$ cat src/rtl/core/assert_macros.svh
// ----------------------------------------------------------------------------
// assertion macros
// concurrent checks that vanish in synthesis builds
// ----------------------------------------------------------------------------
`ifndef ASSERT_MACROS_SVH
`define ASSERT_MACROS_SVH
`ifndef SYNTHESIS
`define LPH_ASSERT_IMP(label, clk, rst_n, ante, cons) \
    label: assert property (@(posedge clk) disable iff (!rst_n) (ante) |-> (cons)) \
        else $error("assertion failed");
`define LPH_ASSERT_NXT(label, clk, rst_n, ante, cons) \
    label: assert property (@(posedge clk) disable iff (!rst_n) (ante) |=> (cons)) \
        else $error("assertion failed");
`else
`define LPH_ASSERT_IMP(label, clk, rst_n, ante, cons)
`define LPH_ASSERT_NXT(label, clk, rst_n, ante, cons)
`endif
`endif

$ cat src/rtl/core/lph_pkg.sv
// ----------------------------------------------------------------------------
// lph_pkg
// shared types, codes and constants of the linear probe hash table
// ----------------------------------------------------------------------------
`timescale 1ns / 1ps

package lph_pkg;

    localparam int DEFAULT_SLOTS = 1024;

    localparam int CMD_W    = 2;
    localparam int KEY_W    = 64;
    localparam int VAL_W    = 64;
    localparam int STATUS_W = 3;
    localparam int ENTRY_W  = 11;
    localparam int KIND_W   = 3;
    localparam int IN_W     = 136;
    localparam int OUT_W    = 80;

    localparam logic [CMD_W-1:0] CMD_INSERT = 2'd0;
    localparam logic [CMD_W-1:0] CMD_LOOKUP = 2'd1;
    localparam logic [CMD_W-1:0] CMD_CLEAR  = 2'd2;

    localparam logic [STATUS_W-1:0] ST_STORED   = 3'd0;
    localparam logic [STATUS_W-1:0] ST_PRESENT  = 3'd1;
    localparam logic [STATUS_W-1:0] ST_HIT      = 3'd2;
    localparam logic [STATUS_W-1:0] ST_MISS     = 3'd3;
    localparam logic [STATUS_W-1:0] ST_FULL     = 3'd4;
    localparam logic [STATUS_W-1:0] ST_RESERVED = 3'd5;
    localparam logic [STATUS_W-1:0] ST_CLEARED  = 3'd6;

    localparam logic [KIND_W-1:0] K_INSERT   = 3'd0;
    localparam logic [KIND_W-1:0] K_LOOKUP   = 3'd1;
    localparam logic [KIND_W-1:0] K_CLEAR    = 3'd2;
    localparam logic [KIND_W-1:0] K_RESERVED = 3'd3;
    localparam logic [KIND_W-1:0] K_MISS     = 3'd4;

    localparam logic [KEY_W-1:0] EMPTY_KEY = 64'hFFFF_FFFF_FFFF_FFFF;
    localparam logic [63:0] MIX_C1 = 64'h9E37_79B9_7F4A_7C15;
    localparam logic [63:0] MIX_C2 = 64'hBF58_476D_1CE4_E5B9;
    localparam int MIX_SHIFT1 = 31;
    localparam int MIX_SHIFT2 = 29;

    localparam int QUEUE_DEPTH = 2;

    typedef struct packed {
        logic [KIND_W-1:0] kind;
        logic [KEY_W-1:0]  key;
        logic [VAL_W-1:0]  value;
    } job_t;

endpackage

$ cat src/rtl/core/lph_front.sv
// ----------------------------------------------------------------------------
// lph_front
// accepts commands, classifies them and computes the home slot of a key
// ----------------------------------------------------------------------------
`timescale 1ns / 1ps

module lph_front #(
    parameter int SLOTS = lph_pkg::DEFAULT_SLOTS
) (
    input  logic                      clk,
    input  logic                      rst_n,
    input  logic                      en,
    input  logic                      s_tvalid,
    output logic                      s_tready,
    input  logic [lph_pkg::IN_W-1:0]  s_tdata,   // command, key, value
    output logic                      push,
    output lph_pkg::job_t             push_job,
    output logic [$clog2(SLOTS)-1:0]  push_home,
    input  logic                      q_full
);

    localparam int SLOT_W = $clog2(SLOTS);

    localparam logic [1:0] F_IDLE = 2'd0;
    localparam logic [1:0] F_HASH = 2'd1;
    localparam logic [1:0] F_PUSH = 2'd2;

    logic [1:0]             state_reg, state_next;
    logic [1:0]             phase_reg, phase_next;
    logic                   round_reg, round_next;
    logic [63:0]            x_reg, x_next;
    logic [63:0]            acc_reg, acc_next;
    logic [SLOT_W-1:0]      rem_reg, rem_next;
    lph_pkg::job_t          job_reg, job_next;

    logic [lph_pkg::CMD_W-1:0] in_cmd;
    logic [lph_pkg::KEY_W-1:0] in_key;
    logic [lph_pkg::VAL_W-1:0] in_val;
    logic [lph_pkg::KIND_W-1:0] in_kind;
    logic [63:0] mul_c;
    logic [31:0] mul_a, mul_b;
    logic [63:0] prod, term, sum, mix;
    logic              accept;

    assign in_cmd = s_tdata[lph_pkg::CMD_W-1:0];
    assign in_key = s_tdata[lph_pkg::CMD_W +: lph_pkg::KEY_W];
    assign in_val = s_tdata[lph_pkg::CMD_W + lph_pkg::KEY_W +: lph_pkg::VAL_W];

    assign s_tready = (state_reg == F_IDLE) && en;
    assign accept   = s_tvalid && s_tready;

    always_comb
    begin
        case (in_cmd)
            lph_pkg::CMD_INSERT:
            begin
                in_kind = (in_key == lph_pkg::EMPTY_KEY) ? lph_pkg::K_RESERVED
                                                         : lph_pkg::K_INSERT;
            end
            lph_pkg::CMD_LOOKUP:
            begin
                in_kind = (in_key == lph_pkg::EMPTY_KEY) ? lph_pkg::K_MISS
                                                         : lph_pkg::K_LOOKUP;
            end
            lph_pkg::CMD_CLEAR: in_kind = lph_pkg::K_CLEAR;
            default:            in_kind = lph_pkg::K_MISS;
        endcase
    end

    // shared 32x32 multiplier, three partial products per 64-bit multiply
    assign mul_c = round_reg ? lph_pkg::MIX_C2 : lph_pkg::MIX_C1;
    assign mul_a = (phase_reg == 2'd1) ? x_reg[63:32] : x_reg[31:0];
    assign mul_b = (phase_reg == 2'd2) ? mul_c[63:32] : mul_c[31:0];
    assign prod  = mul_a * mul_b;
    assign term  = (phase_reg == 2'd0) ? prod : {prod[31:0], 32'd0};
    assign sum   = ((phase_reg == 2'd0) ? 64'd0 : acc_reg) + term;
    assign mix   = round_reg ? (sum ^ (sum >> lph_pkg::MIX_SHIFT2))
                             : (sum ^ (sum >> lph_pkg::MIX_SHIFT1));

    always_comb
    begin
        state_next = state_reg;
        phase_next = phase_reg;
        round_next = round_reg;
        x_next     = x_reg;
        acc_next   = acc_reg;
        rem_next   = rem_reg;
        job_next   = job_reg;
        push       = 1'b0;
        case (state_reg)
            F_IDLE:
            begin
                if (accept)
                begin
                    job_next.kind  = in_kind;
                    job_next.key   = in_key;
                    job_next.value = in_val;
                    x_next         = in_key;
                    phase_next     = 2'd0;
                    round_next     = 1'b0;
                    rem_next       = '0;
                    if (in_kind == lph_pkg::K_INSERT || in_kind == lph_pkg::K_LOOKUP)
                    begin
                        state_next = F_HASH;
                    end
                    else
                    begin
                        state_next = F_PUSH;
                    end
                end
            end
            F_HASH:
            begin
                acc_next = sum;
                if (phase_reg == 2'd2)
                begin
                    phase_next = 2'd0;
                    x_next     = mix;
                    if (round_reg)
                    begin
                        // home slot is the low bits of the hash
                        rem_next   = mix[SLOT_W-1:0];
                        state_next = F_PUSH;
                    end
                    else
                    begin
                        round_next = 1'b1;
                    end
                end
                else
                begin
                    phase_next = phase_reg + 2'd1;
                end
            end
            F_PUSH:
            begin
                if (!q_full)
                begin
                    push       = 1'b1;
                    state_next = F_IDLE;
                end
            end
            default: state_next = F_IDLE;
        endcase
    end

    assign push_job  = job_reg;
    assign push_home = rem_reg;

    always_ff @(posedge clk or negedge rst_n)
    begin
        if (!rst_n)
        begin
            state_reg <= F_IDLE;
            phase_reg <= 2'd0;
            round_reg <= 1'b0;
        end
        else
        begin
            state_reg <= state_next;
            phase_reg <= phase_next;
            round_reg <= round_next;
        end
    end

    always_ff @(posedge clk)
    begin
        x_reg   <= x_next;
        acc_reg <= acc_next;
        rem_reg <= rem_next;
        job_reg <= job_next;
    end

endmodule

$ cat config.mk
export PLATFORM = sky130hd
export DESIGN_NAME = lph_front
export DESIGN_NICKNAME = d
export VERILOG_FILES = /design/src/rtl/core/assert_macros.svh /design/src/rtl/core/lph_pkg.sv /design/src/rtl/core/lph_front.sv
export SDC_FILE = /design/constraint.sdc
export NUM_CORES = 2
export LEC_CHECK = 0
export ABC_AREA = 0
export BUFFER_PORTS_ARGS = -buffer_cell sky130_fd_sc_hd__buf_2
export CORE_UTILIZATION = 45
export DETAILED_ROUTE_END_ITERATION = 16
export GPL_TIMING_DRIVEN = 1
export PLACE_DENSITY = 0.65
export SLEW_MARGIN = 20
export SYNTH_ARGS = -nofsm -noshare
export SYNTH_HDL_FRONTEND = slang
export SYNTH_SLANG_ARGS = --single-unit
$ cat constraint.sdc
create_clock -name clk -period 16.4 [get_ports clk]
set_input_delay 2.46 -clock clk [delete_from_list [all_inputs] [get_ports clk]]
set_output_delay 2.46 -clock clk [all_outputs]
set_load 0.05 [all_outputs]
==> Word level (Yosys, flattened, before mapping) <==
Index checks and enable logic that the tools add are counted.
{ "totals": {"output_inout_bits": 143, "elab_cells": 69, "in_bits": 141, "register_bits": 274} }
{ "classes": {"eq_ne": 12, "multipliers": 1, "n_addsub": 2, "bitwise_logic": 2, "muxes": 30, "n_reduce_logical": 13} }
{ "ops": {"columns": ["op", "n"], "rows": [
  ["2-to-1 mux 64 bit", 5],
  ["one-hot mux 64 bit (2 select lines)", 1],
  ["adder 64 bit", 1],
  ["equality test 64 bit (second input constant)", 1],
  ["multiplier 32 x 32 -> 64 bit", 1],
  ["2-to-1 mux 32 bit", 2],
  ["XOR 64 x 33 -> 64 bit", 1],
  ["XOR 64 x 35 -> 64 bit", 1],
  ["2-to-1 mux 62 bit", 1],
  ["2-to-1 mux 10 bit", 3],
  ["one-hot mux 10 bit (2 select lines)", 1],
  ["2-to-1 mux 2 bit", 8],
  ["one-hot mux 3 bit (3 select lines)", 1],
  ["inequality test 2 bit (second input constant)", 4],
  ["AND reduction 4 bit", 2],
  ["equality test 2 x 1 -> 1 bit (second input constant)", 3],
  ["equality test 2 bit (second input constant)", 3],
  ["logical NOT 2 bit", 3],
  ["one-hot mux 2 bit (3 select lines)", 1],
  ["2-to-1 mux 1 bit", 4],
  ["one-hot mux 2 bit (2 select lines)", 1],
  ["AND reduction 2 bit", 2],
  ["equality test 3 x 1 -> 1 bit (second input constant)", 1],
  ["logical NOT 3 bit", 1],
  ["other kinds (7)", 8]
]} }

==> Depth between registers and ports, before layout <==
{ "depth": {"word_depth": 10, "mapped_depth": 50, "ltp_nobuf": 44} }

==> Worst setup path before layout <==
Ideal clock, no wire load.
{ "synth_timing": {"path_kind": "register to register", "from": "register round_reg", "to": "register x_reg[34], data pin", "setup_slack_ps": 4931, "path_buffers": 7, "arrival_ps": 11334, "required_ps": 16265, "stages_incl_launch_ff": 49, "path_cell_list": "dfrtp_1 > clkbuf_1 > clkinv_1 > clkbuf_1 > clkbuf_1 > ha_1 > clkbuf_1 > buf_1 > nand2_1 > fa_1 > inv_1 > fa_1 > fa_1 > inv_1 > fa_1 > inv_1 > fa_1 > inv_1 > [13 not listed] > o21ai_0 > a21oi_1 > xnor2_1 > nand2_1 > o21ai_0 > ha_1 > clkbuf_1 > and3_1 > a31oi_1 > nand2_1 > a21o_1 > a211oi_1 > nand2_1 > a21o_1 > o41ai_1 > xnor2_1 > or3_1 > nand3_1"} }
{ "synth_between": {"elab_chain_cells": 9, "word_cells_on_any_way": 10} }
{ "synth_rtl": {"columns": ["element", "line", "source"], "rows": [
  ["from (decl)", "lph_front.sv:30", "logic round_reg, round_next;"],
  ["from (signal assigned)", "lph_front.sv:162", "round_reg <= round_next;"],
  ["2-to-1 mux 62 bit", "lph_front.sv:71", "assign mul_c = round_reg ? lph_pkg::MIX_C2 : lph_pkg::MIX_C1;"],
  ["2-to-1 mux 32 bit", "lph_front.sv:73", "assign mul_b = (phase_reg == 2'd2) ? mul_c[63:32] : mul_c[31:0];"],
  ["multiplier 32 x 32 -> 64 bit", "lph_front.sv:74", "assign prod = mul_a * mul_b;"],
  ["2-to-1 mux 64 bit", "lph_front.sv:75", "assign term = (phase_reg == 2'd0) ? prod : {prod[31:0], 32'd0};"],
  ["adder 64 bit", "lph_front.sv:76", "assign sum = ((phase_reg == 2'd0) ? 64'd0 : acc_reg) + term;"],
  ["XOR 64 x 33 -> 64 bit or XOR 64 x 35 -> 64 bit (tied branches)", "lph_front.sv:78, lph_front.sv:77", null],
  ["2-to-1 mux 64 bit (*)", "lph_front.sv:77", "assign mix = round_reg ? (sum ^ (sum >> lph_pkg::MIX_SHIFT2))"],
  ["2-to-1 mux 64 bit (*)", "lph_front.sv:115", "if (phase_reg == 2'd2)"],
  ["one-hot mux 64 bit (2 select lines) (*)", "lph_front.sv:90", "case (state_reg)"],
  ["net x_next[34]", "lph_front.sv:31", "logic [63:0] x_reg, x_next;"],
  ["to (signal assigned)", "lph_front.sv:168", "x_reg <= x_next;"],
  ["to (decl)", "lph_front.sv:31", null]
]} }
The timed path passes the listed nets; every way through them passes the cells marked *. The select of a mux whose other input is x is not followed.
A chain may end at the register's enable or synchronous reset.

==> Worst setup path in the final report <==
{ "layout_timing": {"from": "register phase_reg[0]", "to": "register x_reg[34], data pin"} }
{ "layout_between": {"elab_chain_cells": 9, "word_cells_on_any_way": 14} }
{ "layout_rtl": {"columns": ["element", "line", "source"], "rows": [
  ["from (decl)", "lph_front.sv:29", "logic [1:0] phase_reg, phase_next;"],
  ["from (signal assigned)", "lph_front.sv:161", "phase_reg <= phase_next;"],
  ["equality test 2 x 1 -> 1 bit or equality test 2 bit (tied branches)", "lph_front.sv:72, lph_front.sv:73", null],
  ["2-to-1 mux 32 bit, on equally long branches", "lph_front.sv:72, lph_front.sv:73", null],
  ["multiplier 32 x 32 -> 64 bit", "lph_front.sv:74", null],
  ["2-to-1 mux 64 bit", "lph_front.sv:75", null],
  ["adder 64 bit (*)", "lph_front.sv:76", null],
  ["XOR 64 x 33 -> 64 bit or XOR 64 x 35 -> 64 bit (tied branches)", "lph_front.sv:78, lph_front.sv:77", null],
  ["2-to-1 mux 64 bit (*)", "lph_front.sv:77", null],
  ["2-to-1 mux 64 bit (*)", "lph_front.sv:115", null],
  ["one-hot mux 64 bit (2 select lines) (*)", "lph_front.sv:90", null],
  ["net x_next[34]", "lph_front.sv:31", null]
]} }
Marked as above.

==> results.json <==
{
  "overflow": 0,
  "post_cts_resized": 0,
  "critical_path.max_fanout": 52,
  "synthFlopType": "edfxtp_1",
  "critPathCaptureType": "register",
  "grt_pass1_vias": 34500,
  "syn_avg_cell_area_um2": 9.85,
  "drt-total-wl_um": 154000,
  "largest_reg_flops": 131,
  "yosysSeqAreaShare_pct": 18.5,
  "place_inst": 5958,
  "route.detailed.drc": 0,
  "pin_count": 284,
  "port_buffers": 277,
  "final_max_slew_viol_count": 0,
  "rows": 114,
  "critPathMaxStageDelay_ns": 0.96,
  "die-area_mm2": 0.100,
  "period_share_pct": 87.8,
  "coreArea_mm2": 0.0973,
  "fin_nets": 6038,
  "clk_pin_slew_worst_paths_ns": 0.07,
  "ctsHoldBuffers": 0,
  "hold_violations": 0,
  "cp.arrival_ns": 14.92,
  "slowest_stage": "ha_2",
  "final_layout_size_suffix_gt1_share_pct": 9.11,
  "grt_max_degree": 75,
  "cts_tree": "done",
  "gp_congestion": 0.992,
  "r2r_slack_ns": 2.00,
  "maxCapViolations": 0,
  "hold_ws_ns": 0.551,
  "path_class": "register to register",
  "grt_pass1_wl_um": 226000,
  "avgRoutedWirePerCell_um": 25.5,
  "path_common_cell": "fa_1",
  "cts_buffers": 31,
  "firstDrtPassIters": 5,
  "synth_edf_count": 269,
  "final_util_pct": 49.6,
  "timing.max_slew.rel_slack_pct": 28.9,
  "start_util_pct": 45.7,
  "num-fill-cells": 9167,
  "cp.required_ns": 16.92,
  "antenna_found_initial": 7,
  "tightest_slew_ns": 1.06,
  "ant_nets": 0,
  "ctsHtreeMaxLevel": 1,
  "vias_per_cell": 5.52,
  "dp_hpwl_um": 131000,
  "cts.path.max_buffers": 3,
  "syn_nets": 5832,
  "syn_area_mm2": 0.0444,
  "first_iter_violations": 3039,
  "async_flop_share_pct": 1.82,
  "synth_cells": 4509,
  "timing.final.crit_period_ns": 14.40,
  "cts_setup_buffers": 0,
  "clock-sinks": 274,
  "die_y_um": 316,
  "fin_cells": 6019,
  "grt_use_total_pct": 31.5,
  "die_w_um": 316,
  "clock_latency_ns": 0.66,
  "seq_area_mm2": 0.00821,
  "clock_skew_ns": 0.0675,
  "status": "finished, final reports clean",
  "via_count": 33200,
  "multi_input_area_mm2": 0.0318,
  "syn_to_final_growth_pct": 8.55,
  "fmax_mhz": 69.4,
  "ys_warn_count": 0,
  "ys_types": 86,
  "hp-class": "register to register",
  "critPathLaunchType": "register",
  "root_buffer": "clkbuf_16",
  "synth_seq_cells": 274,
  "rsz0062_at_grt": "false",
  "setup_violations": 0,
  "setup_tns_ns": 0
}
[cells in the mapped netlist, types with 19 or more instances]
cell type	count	area share (%)
clkbuf_1	121	1.0
nand4_1	50	0.70
nor2b_1	23	0.32
a211oi_1	19	0.32
xor2_1	63	1.2
and2_1	100	1.4
o21ai_0	111	1.3
fa_1	815	37
a21o_1	95	1.6
nor3_1	20	0.23
inv_1	1028	8.7
nor2_1	266	2.2
nand2_1	409	3.5
a21oi_1	154	1.7
mux2_2	28	0.71
xnor2_1	122	2.4
o21bai_1	28	0.47
edfxtp_1	269	18
ha_1	367	10
nand3_1	51	0.57
a31oi_1	21	0.30
mux2i_1	34	0.77
nand2b_1	74	1.0
[layer usage]
layer | vias to the layer above | share of wire (%) | global-route usage (%) | wire [um]
met5 | - | 0 | 0 | 0
met1 | 16800 | 40 | 42.2 | 61100
met3 | 260 | 10 | 7.87 | 15800
li1 | 14600 | - | - | -
met2 | 1645 | 45 | 49.4 | 69700
met4 | 0 | 4.5 | 12.0 | 6960
[cell families (layout without fill, tap and decap cells)]
group	count (synthesis)	count (layout)	share of synthesized area, %
fa+ha+maj	1186	1186	47.2
buf+inv	1184	1415	10.0
simple gates	1063	1063	11.1
compound gates	552	552	7.99
flops	274	274	18.5
xor+xnor	187	187	3.74
mux	62	62	1.48
other cells	1	4	0.00844
[worst max-delay path: cells and delay by family, from the launching register on]
kind	cells	cell delay [ns]
AO/OA/AOI/OAI	14	3.60
XOR/XNOR	3	0.64
adder cells (fa/ha/maj)	11	5.74
buffers and inverters	6	1.86
flip-flops	1	0.45
AND/OR/NAND/NOR	8	1.83
[cell type report]
class                           instances  share of cell area [%]
Timing Repair Buffer                  313                    3.46
Inverter                             1044                    8.14
Antenna cell                            3                  0.0156
Clock buffer                           39                    1.67
Tap cell                             1276                    3.31
Multi-Input combinational cell       3051                    66.0
Sequential cell                       274                    17.0
Clock inverter                         19                   0.387
[stage by stage]
step	worst slack [ns]	cell area (um2)
floorplan	4.93	44400
global placement	2.41	47200
detailed placement	2.36	47200
CTS	2.28	48200
global route	1.64	48200
finish	2.00	48200
[worst paths after layout]
check | cells past startpoint | start | endpoint
setup / recovery | 42 | phase_reg[0] | x_reg[34]
hold / removal | 1 | state_reg[1] | state_reg[0]
setup reg to reg | 42 | phase_reg[0] | x_reg[34]
hold reg to reg | 1 | state_reg[1] | state_reg[0]
max in group asynchronous | 1 | rst_n | round_reg
min in group asynchronous | 1 | rst_n | state_reg[1]
[layout by cell type (no fill, tap or decap), types with 14 or more instances in the layout]
cell type / instances
mux2_2: 28
fa_1: 815
buf_4: 35
nand4_1: 50
xnor2_1: 121
clkbuf_16: 31
buf_2: 277
nand2_1: 409
nand3_1: 51
a21o_1: 95
nor3_1: 20
o21ai_0: 109
ha_1: 365
nor2b_1: 23
clkinv_1: 14
nor2_1: 263
nand2b_1: 73
a21oi_1: 154
mux2i_1: 34
o21bai_1: 28
inv_1: 1026
a31oi_1: 21
xor2_1: 63
edfxtp_1: 269
a211oi_1: 19
and2_1: 100
Power is not shown: default switching activity piles up to over one toggle a cycle in this logic, so the estimate is an artifact.
