[config.mk]
export PLATFORM = sky130hd
export DESIGN_NAME = lph_queue
export DESIGN_NICKNAME = d
export VERILOG_FILES = /design/src/rtl/core/lph_pkg.sv /design/src/rtl/core/lph_queue.sv
export VERILOG_INCLUDE_DIRS = /design/src /design/src/rtl/core
export SDC_FILE = /design/constraint.sdc
export NUM_CORES = 1
export LEC_CHECK = 0
export ABC_AREA = 1
export ABC_CLOCK_PERIOD_IN_PS = 1350
export BUFFER_PORTS_ARGS = -buffer_cell sky130_fd_sc_hd__buf_2
export CORE_ASPECT_RATIO = 1.4
export CORE_MARGIN = 4
export CORE_UTILIZATION = 40
export CTS_CLUSTER_DIAMETER = 120
export DETAILED_ROUTE_END_ITERATION = 10
export GPL_TIMING_DRIVEN = 0
export PLACE_DENSITY = 0.66
export SYNTH_ARGS = -nofsm -noshare
export SYNTH_HDL_FRONTEND = slang
export SYNTH_SLANG_ARGS = --single-unit
[constraint.sdc]
create_clock -name clk -period 1.35 [get_ports clk]
set_input_delay 0.2025 -clock clk [delete_from_list [all_inputs] [get_ports clk]]
set_output_delay 0.2025 -clock clk [all_outputs]
set_load 0.05 [all_outputs]
[src/rtl/core/assert_macros.svh]
// ----------------------------------------------------------------------------
// assertion macros
// concurrent checks that vanish in synthesis builds
// ----------------------------------------------------------------------------
`ifndef ASSERT_MACROS_SVH
`define ASSERT_MACROS_SVH
`ifndef SYNTHESIS
`define LPH_ASSERT_IMP(label, clk, rst_n, ante, cons) \
    label: assert property (@(posedge clk) disable iff (!rst_n) (ante) |-> (cons)) \
        else $error("assertion failed");
`define LPH_ASSERT_NXT(label, clk, rst_n, ante, cons) \
    label: assert property (@(posedge clk) disable iff (!rst_n) (ante) |=> (cons)) \
        else $error("assertion failed");
`else
`define LPH_ASSERT_IMP(label, clk, rst_n, ante, cons)
`define LPH_ASSERT_NXT(label, clk, rst_n, ante, cons)
`endif
`endif

[src/rtl/core/lph_pkg.sv]
// ----------------------------------------------------------------------------
// lph_pkg
// shared types, codes and constants of the linear probe hash table
// ----------------------------------------------------------------------------
`timescale 1ns / 1ps

package lph_pkg;

    localparam int DEFAULT_SLOTS = 1024;

    localparam int CMD_W    = 2;
    localparam int KEY_W    = 64;
    localparam int VAL_W    = 64;
    localparam int STATUS_W = 3;
    localparam int ENTRY_W  = 11;
    localparam int KIND_W   = 3;
    localparam int IN_W     = 136;
    localparam int OUT_W    = 80;

    localparam logic [CMD_W-1:0] CMD_INSERT = 2'd0;
    localparam logic [CMD_W-1:0] CMD_LOOKUP = 2'd1;
    localparam logic [CMD_W-1:0] CMD_CLEAR  = 2'd2;

    localparam logic [STATUS_W-1:0] ST_STORED   = 3'd0;
    localparam logic [STATUS_W-1:0] ST_PRESENT  = 3'd1;
    localparam logic [STATUS_W-1:0] ST_HIT      = 3'd2;
    localparam logic [STATUS_W-1:0] ST_MISS     = 3'd3;
    localparam logic [STATUS_W-1:0] ST_FULL     = 3'd4;
    localparam logic [STATUS_W-1:0] ST_RESERVED = 3'd5;
    localparam logic [STATUS_W-1:0] ST_CLEARED  = 3'd6;

    localparam logic [KIND_W-1:0] K_INSERT   = 3'd0;
    localparam logic [KIND_W-1:0] K_LOOKUP   = 3'd1;
    localparam logic [KIND_W-1:0] K_CLEAR    = 3'd2;
    localparam logic [KIND_W-1:0] K_RESERVED = 3'd3;
    localparam logic [KIND_W-1:0] K_MISS     = 3'd4;

    localparam logic [KEY_W-1:0] EMPTY_KEY = 64'hFFFF_FFFF_FFFF_FFFF;
    localparam logic [63:0] MIX_C1 = 64'h9E37_79B9_7F4A_7C15;
    localparam logic [63:0] MIX_C2 = 64'hBF58_476D_1CE4_E5B9;
    localparam int MIX_SHIFT1 = 31;
    localparam int MIX_SHIFT2 = 29;

    localparam int QUEUE_DEPTH = 2;

    typedef struct packed {
        logic [KIND_W-1:0] kind;
        logic [KEY_W-1:0]  key;
        logic [VAL_W-1:0]  value;
    } job_t;

endpackage

[src/rtl/core/lph_queue.sv]
// ----------------------------------------------------------------------------
// lph_queue
// short fifo of classified jobs between the front and the probe engine
// ----------------------------------------------------------------------------
`timescale 1ns / 1ps

`include "assert_macros.svh"

module lph_queue #(
    parameter int DATA_W = 8
) (
    input  logic              clk,
    input  logic              rst_n,
    input  logic              push,
    input  logic [DATA_W-1:0] push_data,
    output logic              full,
    input  logic              pop,
    output logic              valid,
    output logic [DATA_W-1:0] data
);

    localparam int DEPTH = lph_pkg::QUEUE_DEPTH;
    localparam int PTR_W = $clog2(DEPTH);
    localparam int CNT_W = $clog2(DEPTH + 1);
    localparam logic [PTR_W-1:0] PTR_LAST = PTR_W'(DEPTH - 1);
    localparam logic [CNT_W-1:0] CNT_FULL = CNT_W'(DEPTH);

    logic [DATA_W-1:0] buf_reg [DEPTH];
    logic [PTR_W-1:0]  wr_ptr_reg, rd_ptr_reg;
    logic [CNT_W-1:0]  cnt_reg;
    logic              do_push, do_pop;

    assign full    = (cnt_reg == CNT_FULL);
    assign valid   = (cnt_reg != '0);
    assign data    = buf_reg[rd_ptr_reg];
    assign do_push = push && !full;
    assign do_pop  = pop && valid;

    always_ff @(posedge clk)
    begin
        if (do_push)
        begin
            buf_reg[wr_ptr_reg] <= push_data;
        end
    end

    always_ff @(posedge clk or negedge rst_n)
    begin
        if (!rst_n)
        begin
            wr_ptr_reg <= '0;
            rd_ptr_reg <= '0;
            cnt_reg    <= '0;
        end
        else
        begin
            if (do_push)
            begin
                wr_ptr_reg <= (wr_ptr_reg == PTR_LAST) ? '0 : wr_ptr_reg + 1'b1;
            end
            if (do_pop)
            begin
                rd_ptr_reg <= (rd_ptr_reg == PTR_LAST) ? '0 : rd_ptr_reg + 1'b1;
            end
            if (do_push && !do_pop)
            begin
                cnt_reg <= cnt_reg + 1'b1;
            end
            else if (do_pop && !do_push)
            begin
                cnt_reg <= cnt_reg - 1'b1;
            end
        end
    end

    `LPH_ASSERT_IMP(a_no_overflow, clk, rst_n, 1'b1, cnt_reg <= CNT_FULL)
    `LPH_ASSERT_NXT(a_pop_drains, clk, rst_n, do_pop && !do_push, cnt_reg == $past(cnt_reg) - 1'b1)

endmodule

# Yosys cells after proc, flatten, opt, wreduce, memory -nomap -nowiden
# Memory sizes are Yosys's and may differ from the RTL's.
# Cells that the tools add are included.
# totals
reg_bits	4
latch_bits	0
mem_bits_rw	16
rom_bits	0
inputBits	12
output_inout_bits	10
elab_cells	24
memories	1
# memory_table
memory	words	word_bits	read_ports	rd_clocked_by_memory_dff	write_ports	line_no	rtl
buf_reg	2	8	1	0	1	lph_queue.sv:28	logic [DATA_W-1:0] buf_reg [DEPTH];
# classes
addsub	4
mul	0
n_div	0
n_lt_le_gt_ge	0
n_eq_ne	1
shift	0
mux	6
n_bitwise	0
n_reduce_logical	9
# op_table
cell	count
logical AND 1 bit	4
two-way mux 1 bit	4
two-way mux 2 bit	2
nonzero test 2 bit	2
zero test 1 bit	3
adder 1 bit (second input constant)	2
adder 2 x 1 -> 2 bit (second input constant)	1
== test 2 bit (second input constant)	1
subtractor 2 x 1 -> 2 bit (second input constant)	1

# Longest topological paths before layout
# Gate-level depths: netlist of the first run.
# depth
ltp_word	7
mapped_depth	9
ltp_nobuf	9

# Least setup slack after synthesis of the first run
# OpenSTA, ideal clock, no wires.
# synth_path
path_kind	reg2reg
startpoint	register cnt_reg[0]
endpoint	register cnt_reg[1]
setup_time_ns	0.117
arrival_time_ns	1.526
required_ns	1.233
path_slack_ns	-0.293
path_stages_with_launch	8
n_path_buf	0
period_less_slack_ns	1.643
cell_sequence	dfrtp_1 nor2_2 nor2_4 ha_1 inv_1 nand3_1 nand2_1 nand2_1
# synth_between
elab_chain_len	6
word_cells_on_any_way	14
classes_between	add/sub (2); eq/ne (1); mux (2); reduce/logical (9)
# synth_rtl
element	line_no	rtl
from (decl)	lph_queue.sv:30	logic [CNT_W-1:0] cnt_reg;
from (signal assigned)	lph_queue.sv:67	cnt_reg <= cnt_reg + 1'b1;
from (signal assigned)	lph_queue.sv:71	cnt_reg <= cnt_reg - 1'b1;
== test 2 bit *	lph_queue.sv:33	assign full = (cnt_reg == CNT_FULL);
via full	lph_queue.sv:16	output logic full,
zero test 1 bit *	lph_queue.sv:36	assign do_push = push && !full;
logical AND 1 bit *	lph_queue.sv:36	
zero test 1 bit	lph_queue.sv:69	else if (do_pop && !do_push)
logical AND 1 bit	lph_queue.sv:69	
nonzero test 2 bit (no source line)	--	
# Mark *: on every way through the listed nets, which the timed path passes. The rest lies on a longest branch. The select of a mux whose other input is x is not followed.
# A chain may end at the register's enable or synchronous reset.

# Worst setup path in the final report of the first run
# layout_path
startpoint	register rd_ptr_reg
endpoint	output port data[2]
# layout_between
elab_chain_len	1
# layout_rtl
element	line_no	rtl
from (decl)	lph_queue.sv:29	logic [PTR_W-1:0] wr_ptr_reg, rd_ptr_reg;
from (signal assigned)	lph_queue.sv:63	rd_ptr_reg <= (rd_ptr_reg == PTR_LAST) ? '0 : rd_ptr_reg + 1'b1;
memory read (2 x 8 bit)	--	
to (decl)	lph_queue.sv:19	output logic [DATA_W-1:0] data
# Every way passes these cells.

==> impl_results.md, run 1 <==
- Worst setup slack after layout: -68.92 ps
- Buffering stage count on the worst path with inverters included: 3
- Number of clock sinks: 20
- Lkg Pwr: between 0.5 and 0.6 nW
- Final-report setup violation count: 8
- Family of cells with the greatest summed delay on the critical path: flip-flops
- Clk root buf: sky130_fd_sc_hd__clkbuf_4
- Most frequent CP cell: sky130_fd_sc_hd__nand2_2
- Sort of element at the end of the critical path: output pin
- Cell breakdown of the critical path: buf_12 -> clkinv_8 -> nand2_2 -> nand2_2 -> buf_6
- Total met3 wirelength after detailed routing: between 60 and 70 um
- Max-cap violation count: 0
- Final routed wire length divided by cell count: about 13 um
- Combinational family with the most area after synthesis: simple AND/OR/NAND/NOR gates
- Clock period minus worst slack: 1419 ps
- Synthesized-area fraction occupied by xor and xnor cells: under 10%
- Amount of wire on met2 after detailed routing: a little under 1000 um
- Final Net Count: about 120
- Complex-gate fraction of the synthesized area: less than 1%
- Library cells used by synthesis: 15
- Required time at the worst-slack endpoint: approximately 1200 ps
- Relative slew margins: 81.34%
- Clock insertion delay at the later pin of the skew report: ~300 ps
- Antenna diode instance count: 0
- Standard cell core area: 1973 um^2
- Portion of the post-synthesis area used by sequential elements: about 70%
- Mux cell area share after synthesis: 0%
- Final clock skew: roughly 3.8 ps
- All-Layer GR Usage: 11.86%
- DR vias: 605
- Cell Pwr Density: ~2600 nW/um^2
- Initial antenna violation count: 0
- Synthesized area per cell: 11.42 um^2
- Simple-gate share of the synthesized area: between 20% and 30%
- Post-CTS clock slew at the launch and capture registers of the worst setup and hold paths: 100 ps
- Unrepaired setup endpoints after global routing: true
- Chip Width: about 47 um
- Mean number of vias per cell: approximately 4.8
- Library cell contributing the largest single delay on the critical path: sky130_fd_sc_hd__dfrtp_2
- Fraction of the cycle the final worst path needs: 105.1%
- Tightest hold margin: about 87 ps
- Global route overflow: 0
- Worst vdd rail ir drop: 1.659 mV
- Overall routed net length: 1602 um
- Seq cells post-synth: 20
- Non-Filler Instances: around 130
- Setup tns final: -517.6 ps
- Vias in the first global route: just over 600
- Number of standard-cell rows in the floorplan: 19
- Startpoint class of the critical path: flip-flop
- Dominant cell type by area after synthesis: sky130_fd_sc_hd__edfxtp_1
- Final routed DRC violation total: 0
- Area fraction of the dominant cell type after synthesis: between 50% and 60%
- Wire length on met1: approximately 510 um
- Synthesis-to-finish area growth: 47.15%
- Pin slew with the least headroom to its limit: ~280 ps
- Iteration count of the initial detailed-routing pass: 4
- Flip-flop count of the largest register, all copies and words added: 16
- Initial drt markers: 6
- Adder-Cell Fraction of Synth Area: under 10%
- Max-slew violation total from the final report: 0
- Die area: around 2900 um^2
- Placed Cells: around 120
- Yosys synthesis warning count: 0
- Final core utilization: between 60% and 70%
- Synthesized netlist net count: 86
- Overall Power: around 3.2 mW
- Dpl ws: -176.6 ps
- CTS tree: yes
- Total standard cell area after synthesis: between 800 and 900 um^2
- Maximum fanout along the worst path: 6
- Top layer reached by signal wires: met4
- GPL Wtd Cong: approximately 0.74
- Delay of the slowest critical-path stage: between 400 and 500 ps
- Final standard cell area without fillers: ~1200 um^2
- Detail Placement HPWL: about 1000 um
- Worst min-delay path class: in2reg
- Arrival time at the worst endpoint: around 1200 ps
- Number of levels the H-tree was split into: 1
- Peak clock frequency supported by timing: about 700 MHz
- Mapped Cells: 73
- Vertical extent of the die: 62.01 um
- Kind of critical path: reg2out
- Final hold vios: 0
- Top-Level Pins: 22
- Number of buffers added on ports: 21
- Final antenna-violating net count: 0
- Share of final-layout standard cells stronger than drive strength 1: roughly 54%
- Initial Utilization: a little over two fifths
- Clock buffer depth: 2
- Violations in the final reports: negative setup slack
- Run status: finished, violations left
- Pin count of the biggest net entering global routing: 12
- Num CTS Buffers: 3
- First-pass GRT wire length: between 2000 and 2500 um
- Total cell area at the placement stage: roughly 990 um^2
- Cell types occupying the most area after synthesis: sky130_fd_sc_hd__edfxtp_1 58%, sky130_fd_sc_hd__nand2_1 14%, sky130_fd_sc_hd__dfrtp_1 12%
kinds of logic after synthesis:
family | count (synthesis)
adders and majority gates | 1
and+or+nand+nor | 41
AOI/OAI and AO/OA | 1
buffers and inverters | 9
xor gates and xnor gates | 1
DFF | 20
path summary, 6_finish.rpt:
kind                       cells past startpoint             to         start  slack, ps
hold reg to reg                                2     cnt_reg[1]    cnt_reg[1]        500
max in group asynchronous                      2     rd_ptr_reg         rst_n        990
hold / removal                                 1  buf_reg[1][4]  push_data[4]         90
setup / recovery                               5        data[2]    rd_ptr_reg        -70
min in group asynchronous                      2     cnt_reg[0]         rst_n        230
setup reg to reg                               8     cnt_reg[1]    cnt_reg[1]         60
per-layer routing:
metal	vias up	GRT usage [%]
met2	13	23.03
met4	0	8.537
met3	5	1.729
met1	288	10.47
li1	299	-
met5	-	0
synthesized netlist by cell type:
master                     count
sky130_fd_sc_hd__buf_12        1
sky130_fd_sc_hd__dfrtp_1       4
sky130_fd_sc_hd__edfxtp_1     16
sky130_fd_sc_hd__ha_1          1
sky130_fd_sc_hd__inv_1         6
sky130_fd_sc_hd__inv_2         2
sky130_fd_sc_hd__nand2_1      32
sky130_fd_sc_hd__nand2_2       3
sky130_fd_sc_hd__nand3_1       2
sky130_fd_sc_hd__nand4_1       1
sky130_fd_sc_hd__nor2_1        1
sky130_fd_sc_hd__nor2_2        1
sky130_fd_sc_hd__nor2_4        1
sky130_fd_sc_hd__o21ai_0       1
sky130_fd_sc_hd__xnor2_1       1
area by class of cell:
class	instances	area [um^2]
repair inverters	1	11.26
multi-input cells	44	272.8
clock buffers	4	26.28
fillers	159	747.0
repair buffers	26	240.2
flip-flops and latches	20	583.1
plain buffers	1	20.02
inverters	8	46.29
well taps	21	26.28
layout by cell type, fill, tap and decap left out:
cell type / n
sky130_fd_sc_hd__nand4_1: 1
sky130_fd_sc_hd__inv_1: 3
sky130_fd_sc_hd__dfrtp_2: 2
sky130_fd_sc_hd__buf_8: 5
sky130_fd_sc_hd__ha_4: 1
sky130_fd_sc_hd__nor2_2: 1
sky130_fd_sc_hd__clkbuf_1: 1
sky130_fd_sc_hd__buf_12: 1
sky130_fd_sc_hd__buf_2: 11
sky130_fd_sc_hd__nand2_1: 20
sky130_fd_sc_hd__clkbuf_4: 3
sky130_fd_sc_hd__xnor2_1: 1
sky130_fd_sc_hd__nand3_1: 2
sky130_fd_sc_hd__edfxtp_1: 16
sky130_fd_sc_hd__buf_4: 4
sky130_fd_sc_hd__buf_6: 4
sky130_fd_sc_hd__inv_2: 3
sky130_fd_sc_hd__dlygate4sd3_1: 1
sky130_fd_sc_hd__dfrtp_1: 2
sky130_fd_sc_hd__clkbuf_16: 1
sky130_fd_sc_hd__clkinvlp_4: 1
sky130_fd_sc_hd__o21ai_0: 1
sky130_fd_sc_hd__clkinv_8: 1
sky130_fd_sc_hd__nand2_4: 4
sky130_fd_sc_hd__inv_8: 1
sky130_fd_sc_hd__nand2_2: 11
sky130_fd_sc_hd__nor2_4: 2
report_power, final:
part           internal (mW)  leakage (nW)  switching, mW
clock                  0.115        0.0150          0.165
sequential             0.865         0.195          0.110
combinational          0.782         0.329           1.21
total                   1.76         0.538           1.48
worst reg2reg max path, stage by stage (launching register included):
cell and delay, ps:
sky130_fd_sc_hd__dfrtp_1 400, sky130_fd_sc_hd__inv_2 130, sky130_fd_sc_hd__nor2_4 70, sky130_fd_sc_hd__nor2_4 130, sky130_fd_sc_hd__ha_4 220, sky130_fd_sc_hd__inv_2 60
sky130_fd_sc_hd__nand3_1 80, sky130_fd_sc_hd__nand2_1 60, sky130_fd_sc_hd__nand2_1 40
timing repair:
item                                    4_1_cts  5_1_grt
pin swaps                                     1        6
gates cloned                                  0        2
hold buffers                                  1        0
setup buffers                                 2        1
endpoints found under the hold margin         4        0
gates resized for setup                      23       25
endpoints found under the setup margin       26       10
Power figures use the tool's default switching activity.
==> run 2, diff against run 1 <==
- CORE_MARGIN: 4 -> default
- HOLD_SLACK_MARGIN: default -> 0.1
- MAX_ROUTING_LAYER: default -> met4
==> impl_results.md, run 2 (same netlist as run 1, synthesis figures left out) <==
- Num CTS Buffers: 3
- Mean number of vias per cell: 4.727
- Dpl ws: -227.5 ps
- Peak clock frequency supported by timing: 722.4 MHz
- Internal Pwr Total: ~1.6 mW
- Startpoint class of the critical path: flip-flop
- Maximum fanout along the worst path: 10
- Worst r2r path cells: 5
- DR vias: just over 600
- Die area: 2272 um^2
- Vertical extent of the die: 56.01 um
- Tightest hold margin: just under 200 ps
- Antenna diode instance count: 0
- Share of final-layout standard cells stronger than drive strength 1: a little over a third
- Final antenna-violating net count: 0
- Global route overflow: 0
- Final Net Count: roughly 120
- Max-cap violation count: 0
- Final routed DRC violation total: 0
- Origin of the critical flop-to-flop path: cnt_reg[1]
- Standard cell core area: around 2000 um^2
- Fill cell total of the finished layout: roughly 170
- Number of levels the H-tree was split into: 1
- Clock buffer depth: 2
- Sequential Power Share: between 30% and 40%
- Detail Placement HPWL: between 900 and 1000 um
- Lkg Pwr: 0.5285 nW
- Final hold vios: 0
- Run status: finished, violations left
- Arrival time at the worst endpoint: 1180 ps
- Sw Pwr: roughly 1.4 mW
- Placed Cells: approximately 120
- Seq. cell area: slightly below 600 um^2
- Reg-to-reg critical path endpoint: buf_reg[0][4]
- GPL Wtd Cong: slightly above 0.7
- Number of standard-cell rows in the floorplan: 19
- Final core utilization: roughly three fifths
- Endpoint of the worst hold-timing path: rd_ptr_reg
- Initial Utilization: around 42%
- Total cell area at the placement stage: between 900 and 1000 um^2
- Violations in the final reports: negative setup slack
- First-pass GRT wire length: between 2000 and 2500 um
- Clock network fraction of total power: a little under a tenth
- Source of the worst hold timing path: pop
- Most frequent cells in the layout: 32 x sky130_fd_sc_hd__nand2_1, 16 x sky130_fd_sc_hd__edfxtp_1, 11 x sky130_fd_sc_hd__buf_2, 10 x sky130_fd_sc_hd__buf_6, 9 x sky130_fd_sc_hd__dlygate4sd3_1
- Flip-flop count of the largest register, all copies and words added: 16
- Iteration count of the initial detailed-routing pass: 2
- Initial drt markers: 18
- All-Layer GR Usage: between 10 and 15%
- Pin slew with the least headroom to its limit: around 410 ps
- Worst vdd rail ir drop: ~1.1 mV
- Max-slew violation total from the final report: 0
- Vias in the first global route: between 500 and 600
- Overall routed net length: 1431 um
- Clk root buf: sky130_fd_sc_hd__clkbuf_4
- Pin count of the biggest net entering global routing: 12
- Number of buffers added on ports: 21
- Number of clock sinks: 20
- Fraction of the cycle the final worst path needs: 102.5%
- Synthesis-to-finish area growth: 43.54%
- Top-Level Pins: 22
- Area of combinational cells with multiple inputs: roughly 240 um^2
- Comb pwr share: about 58%
- Final routed wire length divided by cell count: 11.18 um
- Launching instance or port of the critical path: rd_ptr_reg
- Relative slew margins: ~72%
- Sort of element at the end of the critical path: output pin
- Post-CTS clock slew at the launch and capture registers of the worst setup and hold paths: approximately 100 ps
- Non-Filler Instances: 128
- CTS tree: yes
- Clock insertion delay at the later pin of the skew report: 290 ps
- Worst setup slack after layout: -34.20 ps
- Worst min-delay path class: in2reg
- Chip Width: between 40 and 50 um
- Overall Power: between 2 and 3 mW
- Net switching fraction of the power: 46.51%
- Kind of critical path: reg2out
- Minimum setup slack among reg-to-reg paths: approximately 50 ps
- Initial antenna violation count: 0
- Setup tns final: -243.9 ps
- Min-Delay Path Depth: 3
- Cell Pwr Density: between 2000 and 2500 nW/um^2
- Required time at the worst-slack endpoint: between 1000 and 1500 ps
- Clock period minus worst slack: ~1400 ps
- Most frequent standard cell in the layout excluding fill and tap cells: sky130_fd_sc_hd__nand2_1
- Final-report setup violation count: 8
- Final standard cell area without fillers: approximately 1200 um^2
- Final clock skew: about 7.4 ps
- Unrepaired setup endpoints after global routing: true
## run 2: worst max path at each step
stage               endpoint  slack (ps)  cells past startpoint
3_3_place_gp   buf_reg[1][0]        -200                      3
3_5_place_dp   buf_reg[1][3]        -230                      3
6_report             data[2]         -30                      5
4_1_cts              data[4]         -80                      5
2_1_floorplan     cnt_reg[1]         -10                      7
5_1_grt              data[3]        -140                      5
## run 2: critical path, stage by stage, from the launching register on
cell and delay (ps):
sky130_fd_sc_hd__dfrtp_1 410, sky130_fd_sc_hd__buf_12 150, sky130_fd_sc_hd__clkinv_8 60, sky130_fd_sc_hd__nand2_1 50, sky130_fd_sc_hd__nand2_1 60, sky130_fd_sc_hd__buf_6 150
## run 2: routing by layer
layer  global-route usage (%)  up-vias  part of all wire, %
met2                    24.72       12                   53
met4                    5.714        0                  1.5
met1                    16.25      283                   43
met5                        -        -                    0
li1                         -      305                    -
met3                    2.400        5                  2.7
## run 2: layout make-up
cell class                 instances  share of cell area, %
buffer                             1                  1.674
clock buffer                       3                  1.883
clock inverter                     1                 0.3138
inverter                           8                  3.870
multi-input combinational         44                  19.87
sequential                        20                  48.64
tap                               21                  2.197
timing repair buffer              30                  21.55
## run 2: power by group through the flow
| stage | combinational (mW) | clock, mW | sequential (mW) |
|---|---|---|---|
| after floorplan | 1.12 | 0 | 0.944 |
| after detailed placement | 1.40 | 0 | 0.961 |
| after global placement | 1.37 | 0 | 0.952 |
| final | 1.71 | 0.279 | 0.946 |
| after CTS | 1.66 | 0.284 | 0.946 |
| after global routing | 1.85 | 0.315 | 0.959 |
## run 2: timing repair
| item | 4_1_cts | 5_1_grt |
|---|---|---|
| endpoints found under the hold margin | 19 | 0 |
| pin swaps | 0 | 1 |
| endpoints found under the setup margin | 25 | 11 |
| hold buffers | 9 | 0 |
| buffers inserted | 0 | 0 |
| resized for setup | 23 | 7 |
| cloned | 0 | 0 |
